--- config.mk ---
export PLATFORM = sky130hd
export DESIGN_NAME = fragment_reassembly_tracker_core
export DESIGN_NICKNAME = d
export VERILOG_FILES = /design/src/rtl/core/frt_pkg.sv /design/src/rtl/core/frt_ram.sv /design/src/rtl/core/frt_front.sv /design/src/rtl/core/frt_queue.sv /design/src/rtl/core/frt_outq.sv /design/src/rtl/core/frt_back.sv /design/src/rtl/core/fragment_reassembly_tracker_core.sv
export SDC_FILE = /design/constraint.sdc
export NUM_CORES = 2
export LEC_CHECK = 0
export BUFFER_PORTS_ARGS = -buffer_cell sky130_fd_sc_hd__buf_2
export CORE_MARGIN = 2
export CORE_UTILIZATION = 51
export CTS_CLUSTER_SIZE = 25
export DETAILED_ROUTE_END_ITERATION = 16
export PLACE_DENSITY = 0.75
export SYNTH_ARGS = -nofsm -noshare
export SYNTH_HDL_FRONTEND = slang
export SYNTH_SLANG_ARGS = --single-unit
export TNS_END_PERCENT = 20
--- constraint.sdc ---
create_clock -name clk -period 16.45 [get_ports clk]
set_input_delay 0 -clock clk [delete_from_list [all_inputs] [get_ports clk]]
set_output_delay 0 -clock clk [all_outputs]
set_load 0.1 [all_outputs]
--- src/rtl/core/frt_pkg.sv ---
package frt_pkg;

	localparam int MAX_CHUNKS  = 1024;
	localparam int IDX_W       = $clog2(MAX_CHUNKS);
	localparam int CNT_W       = $clog2(MAX_CHUNKS + 1);
	localparam int HDR_BYTES   = 20 + 8 + 4;
	localparam int PKT_W       = 11;
	localparam int SIZE_W      = 21;
	localparam int OFS_W       = 20;
	localparam int CHUNK_W     = 11;
	localparam int DIV_W       = SIZE_W + 1;
	localparam int DIV_STEPS   = DIV_W;
	localparam int STEP_W      = $clog2(DIV_STEPS);
	localparam int QUEUE_DEPTH = 2;
	localparam int QPTR_W      = $clog2(QUEUE_DEPTH);
	localparam int QCNT_W      = $clog2(QUEUE_DEPTH + 1);

	localparam logic [1:0] REG_CHUNK_BYTES = 2'd0;
	localparam logic [1:0] REG_MAX_TOTAL   = 2'd1;
	localparam logic [1:0] REG_IDENT       = 2'd2;
	localparam logic [1:0] REG_TAG         = 2'd3;

	typedef enum logic [3:0] {
		V_SHORT     = 4'd0,
		V_BAD_TYPE  = 4'd1,
		V_BAD_IDENT = 4'd2,
		V_BAD_TAG   = 4'd3,
		V_SIZE_OK   = 4'd4,
		V_SIZE_REJ  = 4'd5,
		V_DUP       = 4'd6,
		V_RANGE     = 4'd7,
		V_STORED    = 4'd8
	} verdict_t;

	typedef enum logic [1:0] {
		CLS_FILTERED,
		CLS_SIZE_OK,
		CLS_SIZE_BAD,
		CLS_DATA
	} cls_t;

	typedef enum logic [2:0] {
		ST_IDLE,
		ST_DIV,
		ST_CLEAR,
		ST_LOOK,
		ST_STORE
	} state_t;

	typedef struct packed {
		logic [CHUNK_W-1:0] chunk_bytes;
		logic [SIZE_W-1:0]  max_total;
		logic [15:0]        ident;
		logic [31:0]        tag;
	} cfg_t;

	typedef struct packed {
		cls_t               cls;
		verdict_t           verdict;
		logic [15:0]        seq;
		logic [SIZE_W-1:0]  size;
		logic [PKT_W-1:0]   data_len;
	} item_t;

	typedef struct packed {
		logic [3:0]         verdict;
		logic [OFS_W-1:0]   write_offset;
		logic [CHUNK_W-1:0] copy_len;
		logic [SIZE_W-1:0]  total_size;
		logic [CNT_W-1:0]   stored_count;
		logic               complete;
	} result_t;

endpackage

--- src/rtl/core/frt_ram.sv ---
module frt_ram #(
	parameter int WIDTH = 1,
	parameter int DEPTH = 1024
) (
	input  logic                     clk,
	input  logic                     we,
	input  logic [$clog2(DEPTH)-1:0] waddr,
	input  logic [WIDTH-1:0]         wdata,
	input  logic [$clog2(DEPTH)-1:0] raddr,
	output logic [WIDTH-1:0]         rdata
);

	logic [WIDTH-1:0] mem_q [DEPTH];

	always_ff @(posedge clk) begin
		if (we) begin
			mem_q[waddr] <= wdata;
		end
		rdata <= mem_q[raddr];
	end

endmodule

--- src/rtl/core/frt_front.sv ---
module frt_front import frt_pkg::*; (
	input  logic [PKT_W-1:0] pkt_bytes,
	input  logic [7:0]       msg_type,
	input  logic [7:0]       msg_code,
	input  logic [15:0]      ident,
	input  logic [31:0]      tag_word,
	input  logic [15:0]      seq,
	input  logic [31:0]      size_word,
	input  cfg_t             cfg,
	output item_t            item
);

	always_comb begin
		item.cls      = CLS_FILTERED;
		item.verdict  = V_SHORT;
		item.seq      = seq;
		item.size     = size_word[SIZE_W-1:0];
		item.data_len = pkt_bytes - PKT_W'(HDR_BYTES);
		if (pkt_bytes < PKT_W'(HDR_BYTES)) begin
			item.verdict = V_SHORT;
		end else if (msg_type != 8'd0 || msg_code != 8'd0) begin
			item.verdict = V_BAD_TYPE;
		end else if (ident != cfg.ident) begin
			item.verdict = V_BAD_IDENT;
		end else if (tag_word != cfg.tag) begin
			item.verdict = V_BAD_TAG;
		end else if (seq == 16'd0) begin
			// chunk-count limit is checked after the division
			if (size_word != 32'd0 && size_word <= 32'(cfg.max_total)
					&& cfg.chunk_bytes != '0) begin
				item.cls = CLS_SIZE_OK;
			end else begin
				item.cls = CLS_SIZE_BAD;
			end
		end else begin
			item.cls = CLS_DATA;
		end
	end

endmodule

--- src/rtl/core/frt_queue.sv ---
module frt_queue import frt_pkg::*; (
	input  logic  clk,
	input  logic  arst_n,
	input  logic  push,
	input  item_t wr_item,
	output logic  full,
	input  logic  pop,
	output item_t rd_item,
	output logic  empty
);

	item_t             slot_q [QUEUE_DEPTH];
	logic [QPTR_W-1:0] wr_ptr_q;
	logic [QPTR_W-1:0] rd_ptr_q;
	logic [QCNT_W-1:0] count_q;
	logic              do_push;
	logic              do_pop;

	assign full    = count_q == QCNT_W'(QUEUE_DEPTH);
	assign empty   = count_q == '0;
	assign do_push = push && !full;
	assign do_pop  = pop && !empty;
	assign rd_item = slot_q[rd_ptr_q];

	always_ff @(posedge clk) begin
		if (do_push) begin
			slot_q[wr_ptr_q] <= wr_item;
		end
	end

	always_ff @(posedge clk or negedge arst_n) begin
		if (!arst_n) begin
			wr_ptr_q <= '0;
			rd_ptr_q <= '0;
			count_q  <= '0;
		end else begin
			if (do_push) begin
				wr_ptr_q <= wr_ptr_q + 1'b1;
			end
			if (do_pop) begin
				rd_ptr_q <= rd_ptr_q + 1'b1;
			end
			if (do_push && !do_pop) begin
				count_q <= count_q + 1'b1;
			end else if (do_pop && !do_push) begin
				count_q <= count_q - 1'b1;
			end
		end
	end

endmodule

--- src/rtl/core/frt_outq.sv ---
module frt_outq import frt_pkg::*; (
	input  logic    clk,
	input  logic    arst_n,
	input  logic    push,
	input  result_t wr_res,
	output logic    full,
	input  logic    pop,
	output result_t rd_res,
	output logic    empty
);

	result_t           slot_q [QUEUE_DEPTH];
	logic [QPTR_W-1:0] wr_ptr_q;
	logic [QPTR_W-1:0] rd_ptr_q;
	logic [QCNT_W-1:0] count_q;
	logic              do_push;
	logic              do_pop;

	assign full    = count_q == QCNT_W'(QUEUE_DEPTH);
	assign empty   = count_q == '0;
	assign do_push = push && !full;
	assign do_pop  = pop && !empty;
	assign rd_res  = slot_q[rd_ptr_q];

	always_ff @(posedge clk) begin
		if (do_push) begin
			slot_q[wr_ptr_q] <= wr_res;
		end
	end

	always_ff @(posedge clk or negedge arst_n) begin
		if (!arst_n) begin
			wr_ptr_q <= '0;
			rd_ptr_q <= '0;
			count_q  <= '0;
		end else begin
			if (do_push) begin
				wr_ptr_q <= wr_ptr_q + 1'b1;
			end
			if (do_pop) begin
				rd_ptr_q <= rd_ptr_q + 1'b1;
			end
			if (do_push && !do_pop) begin
				count_q <= count_q + 1'b1;
			end else if (do_pop && !do_push) begin
				count_q <= count_q - 1'b1;
			end
		end
	end

endmodule

--- src/rtl/core/frt_back.sv ---
module frt_back import frt_pkg::*; (
	input  logic    clk,
	input  logic    arst_n,
	input  cfg_t    cfg,
	input  logic    q_empty,
	input  item_t   q_item,
	output logic    q_pop,
	input  logic    out_full,
	output logic    out_push,
	output result_t out_res
);

	state_t             state_q, state_d;
	logic [SIZE_W-1:0]  sess_size_q;
	logic [CNT_W-1:0]   sess_chunks_q;
	logic [CNT_W-1:0]   stored_q;
	item_t              item_q;
	logic [IDX_W-1:0]   idx_q;
	logic [IDX_W-1:0]   clr_q;
	logic [STEP_W-1:0]  step_q;
	logic [DIV_W-1:0]   num_q;
	logic [CHUNK_W-1:0] rem_q;
	logic [DIV_W-1:0]   quot_q;
	logic [SIZE_W-1:0]  ofs_q;

	logic               start;
	logic               in_range;
	logic               immediate;
	logic [CHUNK_W:0]   trial;
	logic               ge;
	logic [CHUNK_W-1:0] rem_next;
	logic [DIV_W-1:0]   quot_next;
	logic               div_last;
	logic               chunks_ok;
	logic               clr_last;
	logic [SIZE_W:0]    end_sum;
	logic [CHUNK_W-1:0] copy;

	logic               ram_we;
	logic [IDX_W-1:0]   ram_waddr;
	logic               ram_wdata;
	logic [IDX_W-1:0]   ram_raddr;
	logic               seen;

	frt_ram #(
		.WIDTH(1),
		.DEPTH(MAX_CHUNKS)
	) u_seen_map (
		.clk   (clk),
		.we    (ram_we),
		.waddr (ram_waddr),
		.wdata (ram_wdata),
		.raddr (ram_raddr),
		.rdata (seen)
	);

	assign start     = state_q == ST_IDLE && !q_empty && !out_full;
	assign in_range  = q_item.seq <= 16'(sess_chunks_q);
	assign immediate = q_item.cls != CLS_SIZE_OK && !(q_item.cls == CLS_DATA && in_range);

	// one quotient bit per cycle, restoring
	assign trial     = {rem_q, num_q[DIV_W-1]};
	assign ge        = trial >= {1'b0, cfg.chunk_bytes};
	assign rem_next  = ge ? CHUNK_W'(trial - {1'b0, cfg.chunk_bytes}) : CHUNK_W'(trial);
	assign quot_next = {quot_q[DIV_W-2:0], ge};
	assign div_last  = step_q == STEP_W'(DIV_STEPS - 1);
	assign chunks_ok = quot_next <= DIV_W'(MAX_CHUNKS);
	assign clr_last  = CNT_W'(clr_q) + CNT_W'(1) == sess_chunks_q;

	assign end_sum = {1'b0, ofs_q} + (SIZE_W + 1)'(item_q.data_len);
	always_comb begin
		if (ofs_q >= sess_size_q) begin
			copy = '0;
		end else if (end_sum > {1'b0, sess_size_q}) begin
			copy = CHUNK_W'(sess_size_q - ofs_q);
		end else begin
			copy = item_q.data_len;
		end
	end

	assign ram_raddr = IDX_W'(q_item.seq - 16'd1);

	always_comb begin
		state_d = state_q;
		unique case (state_q)
			ST_IDLE: begin
				if (start) begin
					if (q_item.cls == CLS_SIZE_OK) begin
						state_d = ST_DIV;
					end else if (q_item.cls == CLS_DATA && in_range) begin
						state_d = ST_LOOK;
					end
				end
			end
			ST_DIV: begin
				if (div_last) begin
					state_d = chunks_ok ? ST_CLEAR : ST_IDLE;
				end
			end
			ST_CLEAR: begin
				if (clr_last) begin
					state_d = ST_IDLE;
				end
			end
			ST_LOOK: begin
				state_d = seen ? ST_IDLE : ST_STORE;
			end
			ST_STORE: begin
				state_d = ST_IDLE;
			end
			default: begin
				state_d = ST_IDLE;
			end
		endcase
	end

	always_comb begin
		q_pop     = start;
		out_push  = 1'b0;
		ram_we    = 1'b0;
		ram_waddr = idx_q;
		ram_wdata = 1'b0;
		out_res   = '{verdict: V_SHORT, write_offset: '0, copy_len: '0,
			total_size: sess_size_q, stored_count: stored_q, complete: 1'b0};
		unique case (state_q)
			ST_IDLE: begin
				out_push = start && immediate;
				case (q_item.cls)
					CLS_FILTERED: out_res.verdict = q_item.verdict;
					CLS_SIZE_BAD: begin
						out_res.verdict      = V_SIZE_REJ;
						out_res.total_size   = '0;
						out_res.stored_count = '0;
					end
					default: out_res.verdict = V_RANGE;
				endcase
			end
			ST_DIV: begin
				out_push = div_last;
				if (chunks_ok) begin
					out_res.verdict      = V_SIZE_OK;
					out_res.total_size   = item_q.size;
					out_res.stored_count = '0;
				end else begin
					out_res.verdict      = V_SIZE_REJ;
					out_res.total_size   = '0;
					out_res.stored_count = '0;
				end
			end
			ST_CLEAR: begin
				ram_we    = 1'b1;
				ram_waddr = clr_q;
			end
			ST_LOOK: begin
				out_push        = seen;
				out_res.verdict = V_DUP;
				ram_we          = !seen;
				ram_wdata       = 1'b1;
			end
			ST_STORE: begin
				out_push             = 1'b1;
				out_res.verdict      = V_STORED;
				out_res.write_offset = ofs_q[OFS_W-1:0];
				out_res.copy_len     = copy;
				out_res.complete     = stored_q == sess_chunks_q;
			end
			default: begin
				out_push = 1'b0;
			end
		endcase
	end

	always_ff @(posedge clk) begin
		if (start) begin
			item_q <= q_item;
			idx_q  <= IDX_W'(q_item.seq - 16'd1);
			num_q  <= DIV_W'(q_item.size) + DIV_W'(cfg.chunk_bytes) - DIV_W'(1);
			rem_q  <= '0;
			quot_q <= '0;
		end else if (state_q == ST_DIV) begin
			rem_q  <= rem_next;
			num_q  <= {num_q[DIV_W-2:0], 1'b0};
			quot_q <= quot_next;
		end
		if (state_q == ST_LOOK) begin
			ofs_q <= SIZE_W'(idx_q) * SIZE_W'(cfg.chunk_bytes);
		end
	end

	always_ff @(posedge clk or negedge arst_n) begin
		if (!arst_n) begin
			state_q       <= ST_IDLE;
			sess_size_q   <= '0;
			sess_chunks_q <= '0;
			stored_q      <= '0;
			step_q        <= '0;
			clr_q         <= '0;
		end else begin
			state_q <= state_d;
			unique case (state_q)
				ST_IDLE: begin
					step_q <= '0;
					if (start && q_item.cls == CLS_SIZE_BAD) begin
						sess_size_q   <= '0;
						sess_chunks_q <= '0;
						stored_q      <= '0;
					end
				end
				ST_DIV: begin
					step_q <= step_q + 1'b1;
					clr_q  <= '0;
					if (div_last) begin
						if (chunks_ok) begin
							sess_size_q   <= item_q.size;
							sess_chunks_q <= CNT_W'(quot_next);
						end else begin
							sess_size_q   <= '0;
							sess_chunks_q <= '0;
						end
						stored_q <= '0;
					end
				end
				ST_CLEAR: begin
					clr_q <= clr_q + 1'b1;
				end
				ST_LOOK: begin
					if (!seen) begin
						stored_q <= stored_q + 1'b1;
					end
				end
				ST_STORE: begin
					step_q <= '0;
				end
				default: begin
					step_q <= '0;
				end
			endcase
		end
	end

endmodule

--- src/rtl/core/fragment_reassembly_tracker_core.sv ---
// Fragment reassembly tracker: one echo-reply descriptor in, one verdict word
// out, in order. Descriptors enter a two-word queue after classification, so
// push is taken at one word per cycle until it fills. The back end then takes
// one word at a time and answers a filtered word, a rejected size or an
// out-of-range chunk straight from idle; a duplicate chunk passes bitmap read
// and lookup, a stored chunk bitmap read, mark and offset multiply, and copy
// length, and a size word that passes the filters goes through the restoring
// divider; an accepted size then clears its part of the 1024 x 1 received
// bitmap RAM, one entry per chunk of the new session. No clearing pass
// follows reset, since chunks beyond the open session are never looked up.
// Results wait in a two-word output queue; configuration is taken at once
// (cfg_ready is always high).
module fragment_reassembly_tracker_core import frt_pkg::*; (
	input  logic                clk,
	input  logic                arst_n,
	input  logic                push,
	output logic                full,
	input  logic [PKT_W-1:0]    pkt_bytes,
	input  logic [7:0]          msg_type,
	input  logic [7:0]          msg_code,
	input  logic [15:0]         ident,
	input  logic [31:0]         tag_word,
	input  logic [15:0]         seq,
	input  logic [31:0]         size_word,
	output logic                empty,
	input  logic                pop,
	output logic [3:0]          verdict,
	output logic [OFS_W-1:0]    write_offset,
	output logic [CHUNK_W-1:0]  copy_len,
	output logic [SIZE_W-1:0]   total_size,
	output logic [CNT_W-1:0]    stored_count,
	output logic                complete,
	input  logic                cfg_valid,
	output logic                cfg_ready,
	input  logic [1:0]          cfg_index,
	input  logic [31:0]         cfg_data
);

	cfg_t    cfg_q;
	item_t   front_item;
	item_t   q_item;
	logic    q_empty;
	logic    q_pop;
	logic    out_full;
	logic    out_push;
	result_t back_res;
	result_t head_res;

	assign cfg_ready = 1'b1;

	always_ff @(posedge clk or negedge arst_n) begin
		if (!arst_n) begin
			cfg_q.chunk_bytes <= CHUNK_W'(28);
			cfg_q.max_total   <= SIZE_W'(524288);
			cfg_q.ident       <= '0;
			cfg_q.tag         <= '0;
		end else if (cfg_valid && cfg_ready) begin
			unique case (cfg_index)
				REG_CHUNK_BYTES: cfg_q.chunk_bytes <= cfg_data[CHUNK_W-1:0];
				REG_MAX_TOTAL:   cfg_q.max_total   <= cfg_data[SIZE_W-1:0];
				REG_IDENT:       cfg_q.ident       <= cfg_data[15:0];
				REG_TAG:         cfg_q.tag         <= cfg_data;
				default:         cfg_q.tag         <= cfg_q.tag;
			endcase
		end
	end

	frt_front u_front (
		.pkt_bytes (pkt_bytes),
		.msg_type  (msg_type),
		.msg_code  (msg_code),
		.ident     (ident),
		.tag_word  (tag_word),
		.seq       (seq),
		.size_word (size_word),
		.cfg       (cfg_q),
		.item      (front_item)
	);

	frt_queue u_queue (
		.clk     (clk),
		.arst_n  (arst_n),
		.push    (push),
		.wr_item (front_item),
		.full    (full),
		.pop     (q_pop),
		.rd_item (q_item),
		.empty   (q_empty)
	);

	frt_back u_back (
		.clk      (clk),
		.arst_n   (arst_n),
		.cfg      (cfg_q),
		.q_empty  (q_empty),
		.q_item   (q_item),
		.q_pop    (q_pop),
		.out_full (out_full),
		.out_push (out_push),
		.out_res  (back_res)
	);

	frt_outq u_outq (
		.clk    (clk),
		.arst_n (arst_n),
		.push   (out_push),
		.wr_res (back_res),
		.full   (out_full),
		.pop    (pop),
		.rd_res (head_res),
		.empty  (empty)
	);

	assign verdict      = head_res.verdict;
	assign write_offset = head_res.write_offset;
	assign copy_len     = head_res.copy_len;
	assign total_size   = head_res.total_size;
	assign stored_count = head_res.stored_count;
	assign complete     = head_res.complete;

endmodule

# Word level (Yosys, flattened, before mapping)
# Memories as Yosys holds them, arrays and structs flattened. A register that Yosys moved wholly into a read port is not among the register bits.
# Cells that the tools add are included.
[op_classes]
addsub = 19
multipliers = 1
order_cmp = 7
eq_ne = 24
muxes = 58
reduce_logical = 51
[op_table]
columns = ["operator", "count"]
rows = [
  ["$mux 11", 8],
  ["$mux 32", 2],
  ["$pmux 32 s2", 1],
  ["$mux 21", 3],
  ["$add 21x11->22", 2],
  ["$mux 22", 2],
  ["$pmux 21 s2", 1],
  ["$pmux 11 s3", 1],
  ["$le 32x21->1", 1],
  ["$ne 32x32->1", 1],
  ["$reduce_bool 32->1", 1],
  ["$mux 31", 1],
  ["$mux 2", 12],
  ["$eq 11x11->1", 2],
  ["$gt 22x21->1", 1],
  ["$le 22x11->1 const B", 1],
  ["$pmux 11 s2", 1],
  ["$sub 11x11->11", 2],
  ["$sub 22x1->22 const B", 1],
  ["$ge 21x21->1", 1],
  ["$mul 10x11->21", 1],
  ["$pmux 10 s2", 1],
  ["$mux 3", 6],
  ["$le 16x11->1", 1],
  ["other kinds (44)", 106],
]
[word_totals]
regBits = 266
ram_bits = 1268
output_inout_bits = 71
wordCells = 186
n_memories = 3
[memory_table]
columns = ["memory", "words", "width", "read_ports", "rd_clocked_by_memory_dff", "wr", "line", "source"]
rows = [
  ["u_back.u_seen_map.mem_q", 1024, 1, 1, 1, 1, "frt_ram.sv:13", "logic [WIDTH-1:0] mem_q [DEPTH];"],
  ["u_outq.slot_q", 2, 68, 1, 0, 1, "frt_outq.sv:12", "result_t slot_q [QUEUE_DEPTH];"],
  ["u_queue.slot_q", 2, 54, 1, 0, 1, "frt_queue.sv:12", "item_t slot_q [QUEUE_DEPTH];"],
]

# Logic depth before layout (Yosys ltp)
# An unclocked memory read counts as a cell.
[depth]
ltp_word = 12
depth_mapped = 23
mapped_depth_nobuf = 22

# Modules after synthesis
# Synthesis repeated with hierarchy kept, for this count alone.
[hier_totals]
hier_cells = 5765
area_unflattened_um2 = 74682.9
[modules_own_cells]
columns = ["module", "n_inst", "cells_per_inst", "area_each_um2"]
rows = [
  ["frt_ram", 1, 3112, 44656.6],
  ["frt_back", 1, 1825, 15783.9],
  ["frt_outq", 1, 231, 5146.2],
  ["frt_queue", 1, 187, 4342.9],
  ["fragment_reassembly_tracker_core", 1, 173, 2996.6],
  ["frt_front", 1, 237, 1756.7],
]

# Worst setup path before layout
# Ideal clock, no wire load.
[synth_path]
path_kind = "register to register"
start = "reg u_back.state_q[2]"
end = "mem u_outq.slot_q[0][0] (netlist bit), enable pin"
setup_ns = 0.495
t_arrival_ns = 16.705
slack_ns = -0.750
stages_incl_launch_ff = 9
n_path_buf = 2
cell_sequence = "dfrtp_1 -> buf_2 -> nor2b_1 -> clkbuf_1 -> nand2_1 -> inv_1 -> a221o_1 -> nand2_1 -> nor2_1"
[synth_between]
elab_chain_len = 8
[synth_lines]
columns = ["item", "line", "source"]
rows = [
  ["start: declaration", "frt_back.sv:13", "state_t state_q, state_d;"],
  ["start signal: assignment", "frt_back.sv:199", "state_q <= state_d;"],
  ["$logic_not 3->1", "frt_back.sv:57, frt_back.sv:125", ""],
  ["$logic_and 1x1->1 (2 in a row)", "frt_back.sv:57", "assign start = state_q == ST_IDLE && !q_empty && !out_full;"],
  ["$logic_and 1x1->1", "frt_back.sv:127", "out_push = start && immediate;"],
  ["$pmux 1 s4 (*)", "frt_back.sv:125", "unique case (state_q)"],
  ["$logic_and 1x1->1 (*)", "frt_outq.sv:21", "assign do_push = push && !full;"],
  ["$mux 1 (*)", "frt_outq.sv:26", "if (do_push) begin"],
  ["$mux 1 (not written as such) (*)", "frt_outq.sv:27", "slot_q[wr_ptr_q] <= wr_res;"],
  ["end: declaration", "frt_outq.sv:12", ""],
]
# Mark *: on every way between the ends. The rest lies on a longest branch, timed or not.

# Worst setup path in the final report
[layout_path]
start = "reg u_queue.rd_ptr_q"
end = "reg u_back.u_seen_map.rdata, read port of u_back.u_seen_map.mem_q"
[layout_between]
elab_chain_len = 2
[layout_lines]
columns = ["item", "line", "source"]
rows = [
  ["start: declaration", "frt_queue.sv:14", "logic [QPTR_W-1:0] rd_ptr_q;"],
  ["start signal: assignment", "frt_queue.sv:41", "rd_ptr_q <= rd_ptr_q + 1'b1;"],
  ["$mem_v2 2x54", "--", ""],
  ["$sub 10x1->10", "frt_back.sv:81", "assign ram_raddr = IDX_W'(q_item.seq - 16'd1);"],
  ["end: declaration", "frt_ram.sv:10", "output logic [WIDTH-1:0] rdata"],
]
# No other way between the ends.
# A chain may end at the register's enable or synchronous reset.

==> impl_summary.txt <==
----------------------------------------------------
[Clock network]
  H-tree levels ... 4
  Clock-pin transition on the worst setup and hold timing paths ... ~60 ps
  Clock Sinks ... about 1500
  Clock tree root driver cell ... sky130_fd_sc_hd__clkbuf_16
  Clock tree from TritonCTS ... done
  Clock insertion delay at the later pin of the skew report ... about 800 ps
  Post-CTS setup buffer count ... 0
  Buffer levels on the longest clock path ... 3
  Number of buffers created by CTS ... 154

[Synthesis]
  Number of synthesized flops with an enable pin ... 1349
  Post-synth design cell area ... 73300 um2
  Flops & latches, synth ... 1531
  Number of distinct library cell variants in the gate-level netlist after synthesis ... 85
  Sequential element share of the synthesized area ... 61.3%
  Net Count, Synth ... 5908
  Share of async-settable or async-resettable flops after synthesis ... 9.73%
  Prevailing post-synth register cell ... sky130_fd_sc_hd__edfxtp_1
  Synth Instances ... 5471
  Mean Syn Cell Area ... 13.4 um2
  Synth warnings ... 0

[Detailed routing]
  Average wire per cell in the routed design ... around 24 um
  Number of violations reported at the end of detailed-routing iteration 0 ... 5202
  First-pass DRT Iterations ... 6
  Vias per cell ... 5.96
  Drt total wl ... between 150000 and 200000 um
  DRC viols ... 0
  ANT nets after route ... 0
  Overall via count from detail_route ... 46178

[Placement]
  Final Wtd Congestion ... 0.902
  Total instance count after detailed placement ... 7304
  Cell area reported after detailed placement ... 75900 um2
  Detailed placer's ending HPWL ... 107000 um
  Number of input and output port buffers inserted ... between 200 and 250

[Floorplan]
  Core region area ... 143000 um2
  DIE HEIGHT ... 383 um
  Number of placed I/O pins ... 233
  Standard-cell row count ... 139
  Overall die area ... approximately 150000 um2
  Die boundary width ... 383 um
  Effective utilization at floorplan ... 51.2%

[Pwr]
  Switching fraction of total power ... 39.1%
  Switching component of the power ... 6.45 mW
  Leak ... 28.5 nW
  Comb pwr share ... 47.1%
  Post-layout total power ... approximately 16 mW
  Clk network pwr share ... 21.2%
  Internal power component ... 10.0 mW
  IR Drop Worst-Case VDD ... 0.250 mV
  Power Density ... 200 nW/um2
  Share of total power in sequential cells ... 31.7%

[Final layout]
  Final Cell Area ... around 83000 um2
  Share of final-layout standard cells stronger than drive strength 1 ... 17.8%
  Most frequent standard cell in the layout excluding fill and tap cells ... sky130_fd_sc_hd__edfxtp_1
  Post-route non-filler standard cell count ... 7748
  Final design utilization ... between 50% and 60%
  Leading cell types in the layout, fill and taps excluded ... 1349 x sky130_fd_sc_hd__edfxtp_1, 1148 x sky130_fd_sc_hd__nor2_1, 387 x sky130_fd_sc_hd__nand2_1
  Signed area change from the synthesized netlist to the final layout ... 12.6%
  Final nets ... roughly 6000

[STA]
  RSZ-0062 raised after global routing ... false
  Fraction of the cycle the final worst path needs ... between 40% and 50%
  Hold violation total from the final report ... 0
  Clock skew ... 35.7 ps
  Minimum period implied by the final worst setup slack ... around 7100 ps
  Tightest slew margin relative to the limit ... between 10% and 20%
  Setup Viol. Count Final ... 0
  Achievable frequency ... 140 MHz
  Max-slew violation count ... 0
  Transition time at the pin with the least slew margin ... 1240 ps
  Setup tns final ... 0 ps

[Critical path]
  Crit-path max FO ... 82
  Worst Path Arrival ... 7820 ps
  Crit path required time ... between 15000 and 20000 ps
  Crit Path Class ... register to register
  CP Capture Type ... register
  Element type at the critical path start ... register

[GRT]
  Initial antenna violation count ... 6
  Maximum number of pins on one net before global-route repair ... 312
  First-pass GRT wire length ... between 200000 and 300000 um
  Vias in the first global route ... 46026
  Final global-route overflow total ... 0
  Total GRT Usage ... 24.9%

[Job]
  # Max-Cap Violations ... 0

[Outcome]
  Outcome ... finished, final reports clean

[Min path]
  Worst hold path type ... input pin to register

----------------------------------------------------
-- layer usage --
metal / part of all wire (%) / GRT usage (%) / wire length (um)
met1: 39 / 33.4 / 70500
met2: 48 / 40.0 / 87500
met3: 9.2 / 4.82 / 16700
met4: 4.1 / 10.0 / 7480
met5: 0 / 0 / 0
-- flip-flops by register name, summed over array words and instances (netlist names), 11 cells and up --
signal and flops:
u_back.stored_q 11, u_back.num_q 22, u_back.u_seen_map.mem_q 1024, u_queue.slot_q 104, u_back.quot_q 21, u_back.ofs_q 21
cfg_q 80, u_back.sess_size_q 21, u_back.item_q 32, u_back.sess_chunks_q 11, u_outq.slot_q 136, u_back.rem_q 11
-- worst max-delay path, stage by stage, from the launching register on --
cell                       delay (ps)
sky130_fd_sc_hd__dfrtp_2          330
sky130_fd_sc_hd__buf_4            700
sky130_fd_sc_hd__mux2i_4          340
sky130_fd_sc_hd__buf_4            580
sky130_fd_sc_hd__ha_1             420
sky130_fd_sc_hd__inv_8            650
sky130_fd_sc_hd__buf_4            740
sky130_fd_sc_hd__buf_4            860
sky130_fd_sc_hd__mux4_2           610
sky130_fd_sc_hd__mux4_2           490
sky130_fd_sc_hd__mux2i_1          200
sky130_fd_sc_hd__mux2i_1          160
sky130_fd_sc_hd__mux2i_1          200
sky130_fd_sc_hd__mux2_2           230
sky130_fd_sc_hd__nand3b_1          90
sky130_fd_sc_hd__and4_1           250
-- timing repair --
action	CTS	global route
endpoints found under the hold margin	284	0
gates resized for setup	0	0
hold buffers	159	0
-- per-stage QoR --
stage	hold WS [ps]	setup slack (ps)
after floorplan	-296	5380
after global placement	185	9340
after detailed placement	196	9200
after CTS	1.43	9150
after global routing	16.6	8730
final	27.1	9310
-- power by group through the flow --
stage          clock (mW)  combinational (mW)  sequential (mW)
2_1_floorplan           0                6.13             5.27
3_3_place_gp            0                7.55             5.28
3_5_place_dp            0                7.70             5.30
4_1_cts              3.52                7.79             5.22
5_1_grt              3.66                8.52             5.26
6_report             3.49                7.76             5.23
-- layout make-up --
cell class                      instances  area [um2]
Antenna cell                            7        17.5
Clock buffer                          203        4140
Clock inverter                         75         816
Fill cell                           10902       60600
Inverter                              246         935
Multi-Input combinational cell       3318       25900
Sequential cell                      1531       44900
Tap cell                             1903        2380
Timing Repair Buffer                  465        3400
-- final timing paths --
kind	startpoint	end	slack [ps]	cells past startpoint
setup reg to reg	u_queue.rd_ptr_q	u_back.u_seen_map.rdata	9310	15
setup / recovery	u_queue.rd_ptr_q	u_back.u_seen_map.rdata	9310	15
hold / removal	seq[6]	u_queue.slot_q[0][38]	30	2
max in group asynchronous	arst_n	u_queue.rd_ptr_q	15350	4
hold reg to reg	u_back.quot_q[12]	u_back.quot_q[12]	480	2
min in group asynchronous	arst_n	u_queue.wr_ptr_q	450	4
-- cells by family after synthesis --
kind of cell    count (synthesis)  synth area share (%)
mux                           549                  13.3
simple gates                 1950                  11.3
other cells                     1               0.00512
xor+xnor                      160                  1.97
compound gates                383                  3.22
buf+inv                       622                  3.50
fa+ha+maj                     275                  5.45
flops                        1531                  61.3
-- Yosys cell counts (all sizes together), types with 6 or more instances --
| master | number | area [um2] |
|---|---|---|
| nor2b | 24 | 150 |
| nand3 | 66 | 330 |
| xor2 | 90 | 788 |
| o311ai | 6 | 52.6 |
| nor3 | 57 | 290 |
| a21oi | 65 | 329 |
| a21boi | 9 | 67.6 |
| nand3b | 13 | 97.6 |
| mux2 | 157 | 1770 |
| dfxtp | 33 | 661 |
| buf | 126 | 702 |
| dfrtp | 145 | 3630 |
| inv | 245 | 920 |
| ha | 201 | 2510 |
| mux4 | 317 | 7180 |
| fa | 74 | 1480 |
| o21ai | 167 | 836 |
| o21a | 15 | 113 |
| xnor2 | 70 | 654 |
| edfxtp | 1349 | 40500 |
| a31oi | 22 | 138 |
| nor2 | 1150 | 4320 |
| or2 | 6 | 37.5 |
| a2111oi | 13 | 128 |
| mux2i | 75 | 767 |
| or3 | 17 | 106 |
| nor3b | 11 | 92.6 |
| nand2b | 16 | 100 |
| a21o | 32 | 240 |
| o31ai | 9 | 67.6 |
| and3 | 21 | 131 |
| and2 | 92 | 576 |
| nand2 | 391 | 1470 |
| nor4 | 40 | 256 |
| nand4 | 29 | 181 |
| clkbuf | 250 | 938 |
Power figures use the tool's default switching activity.
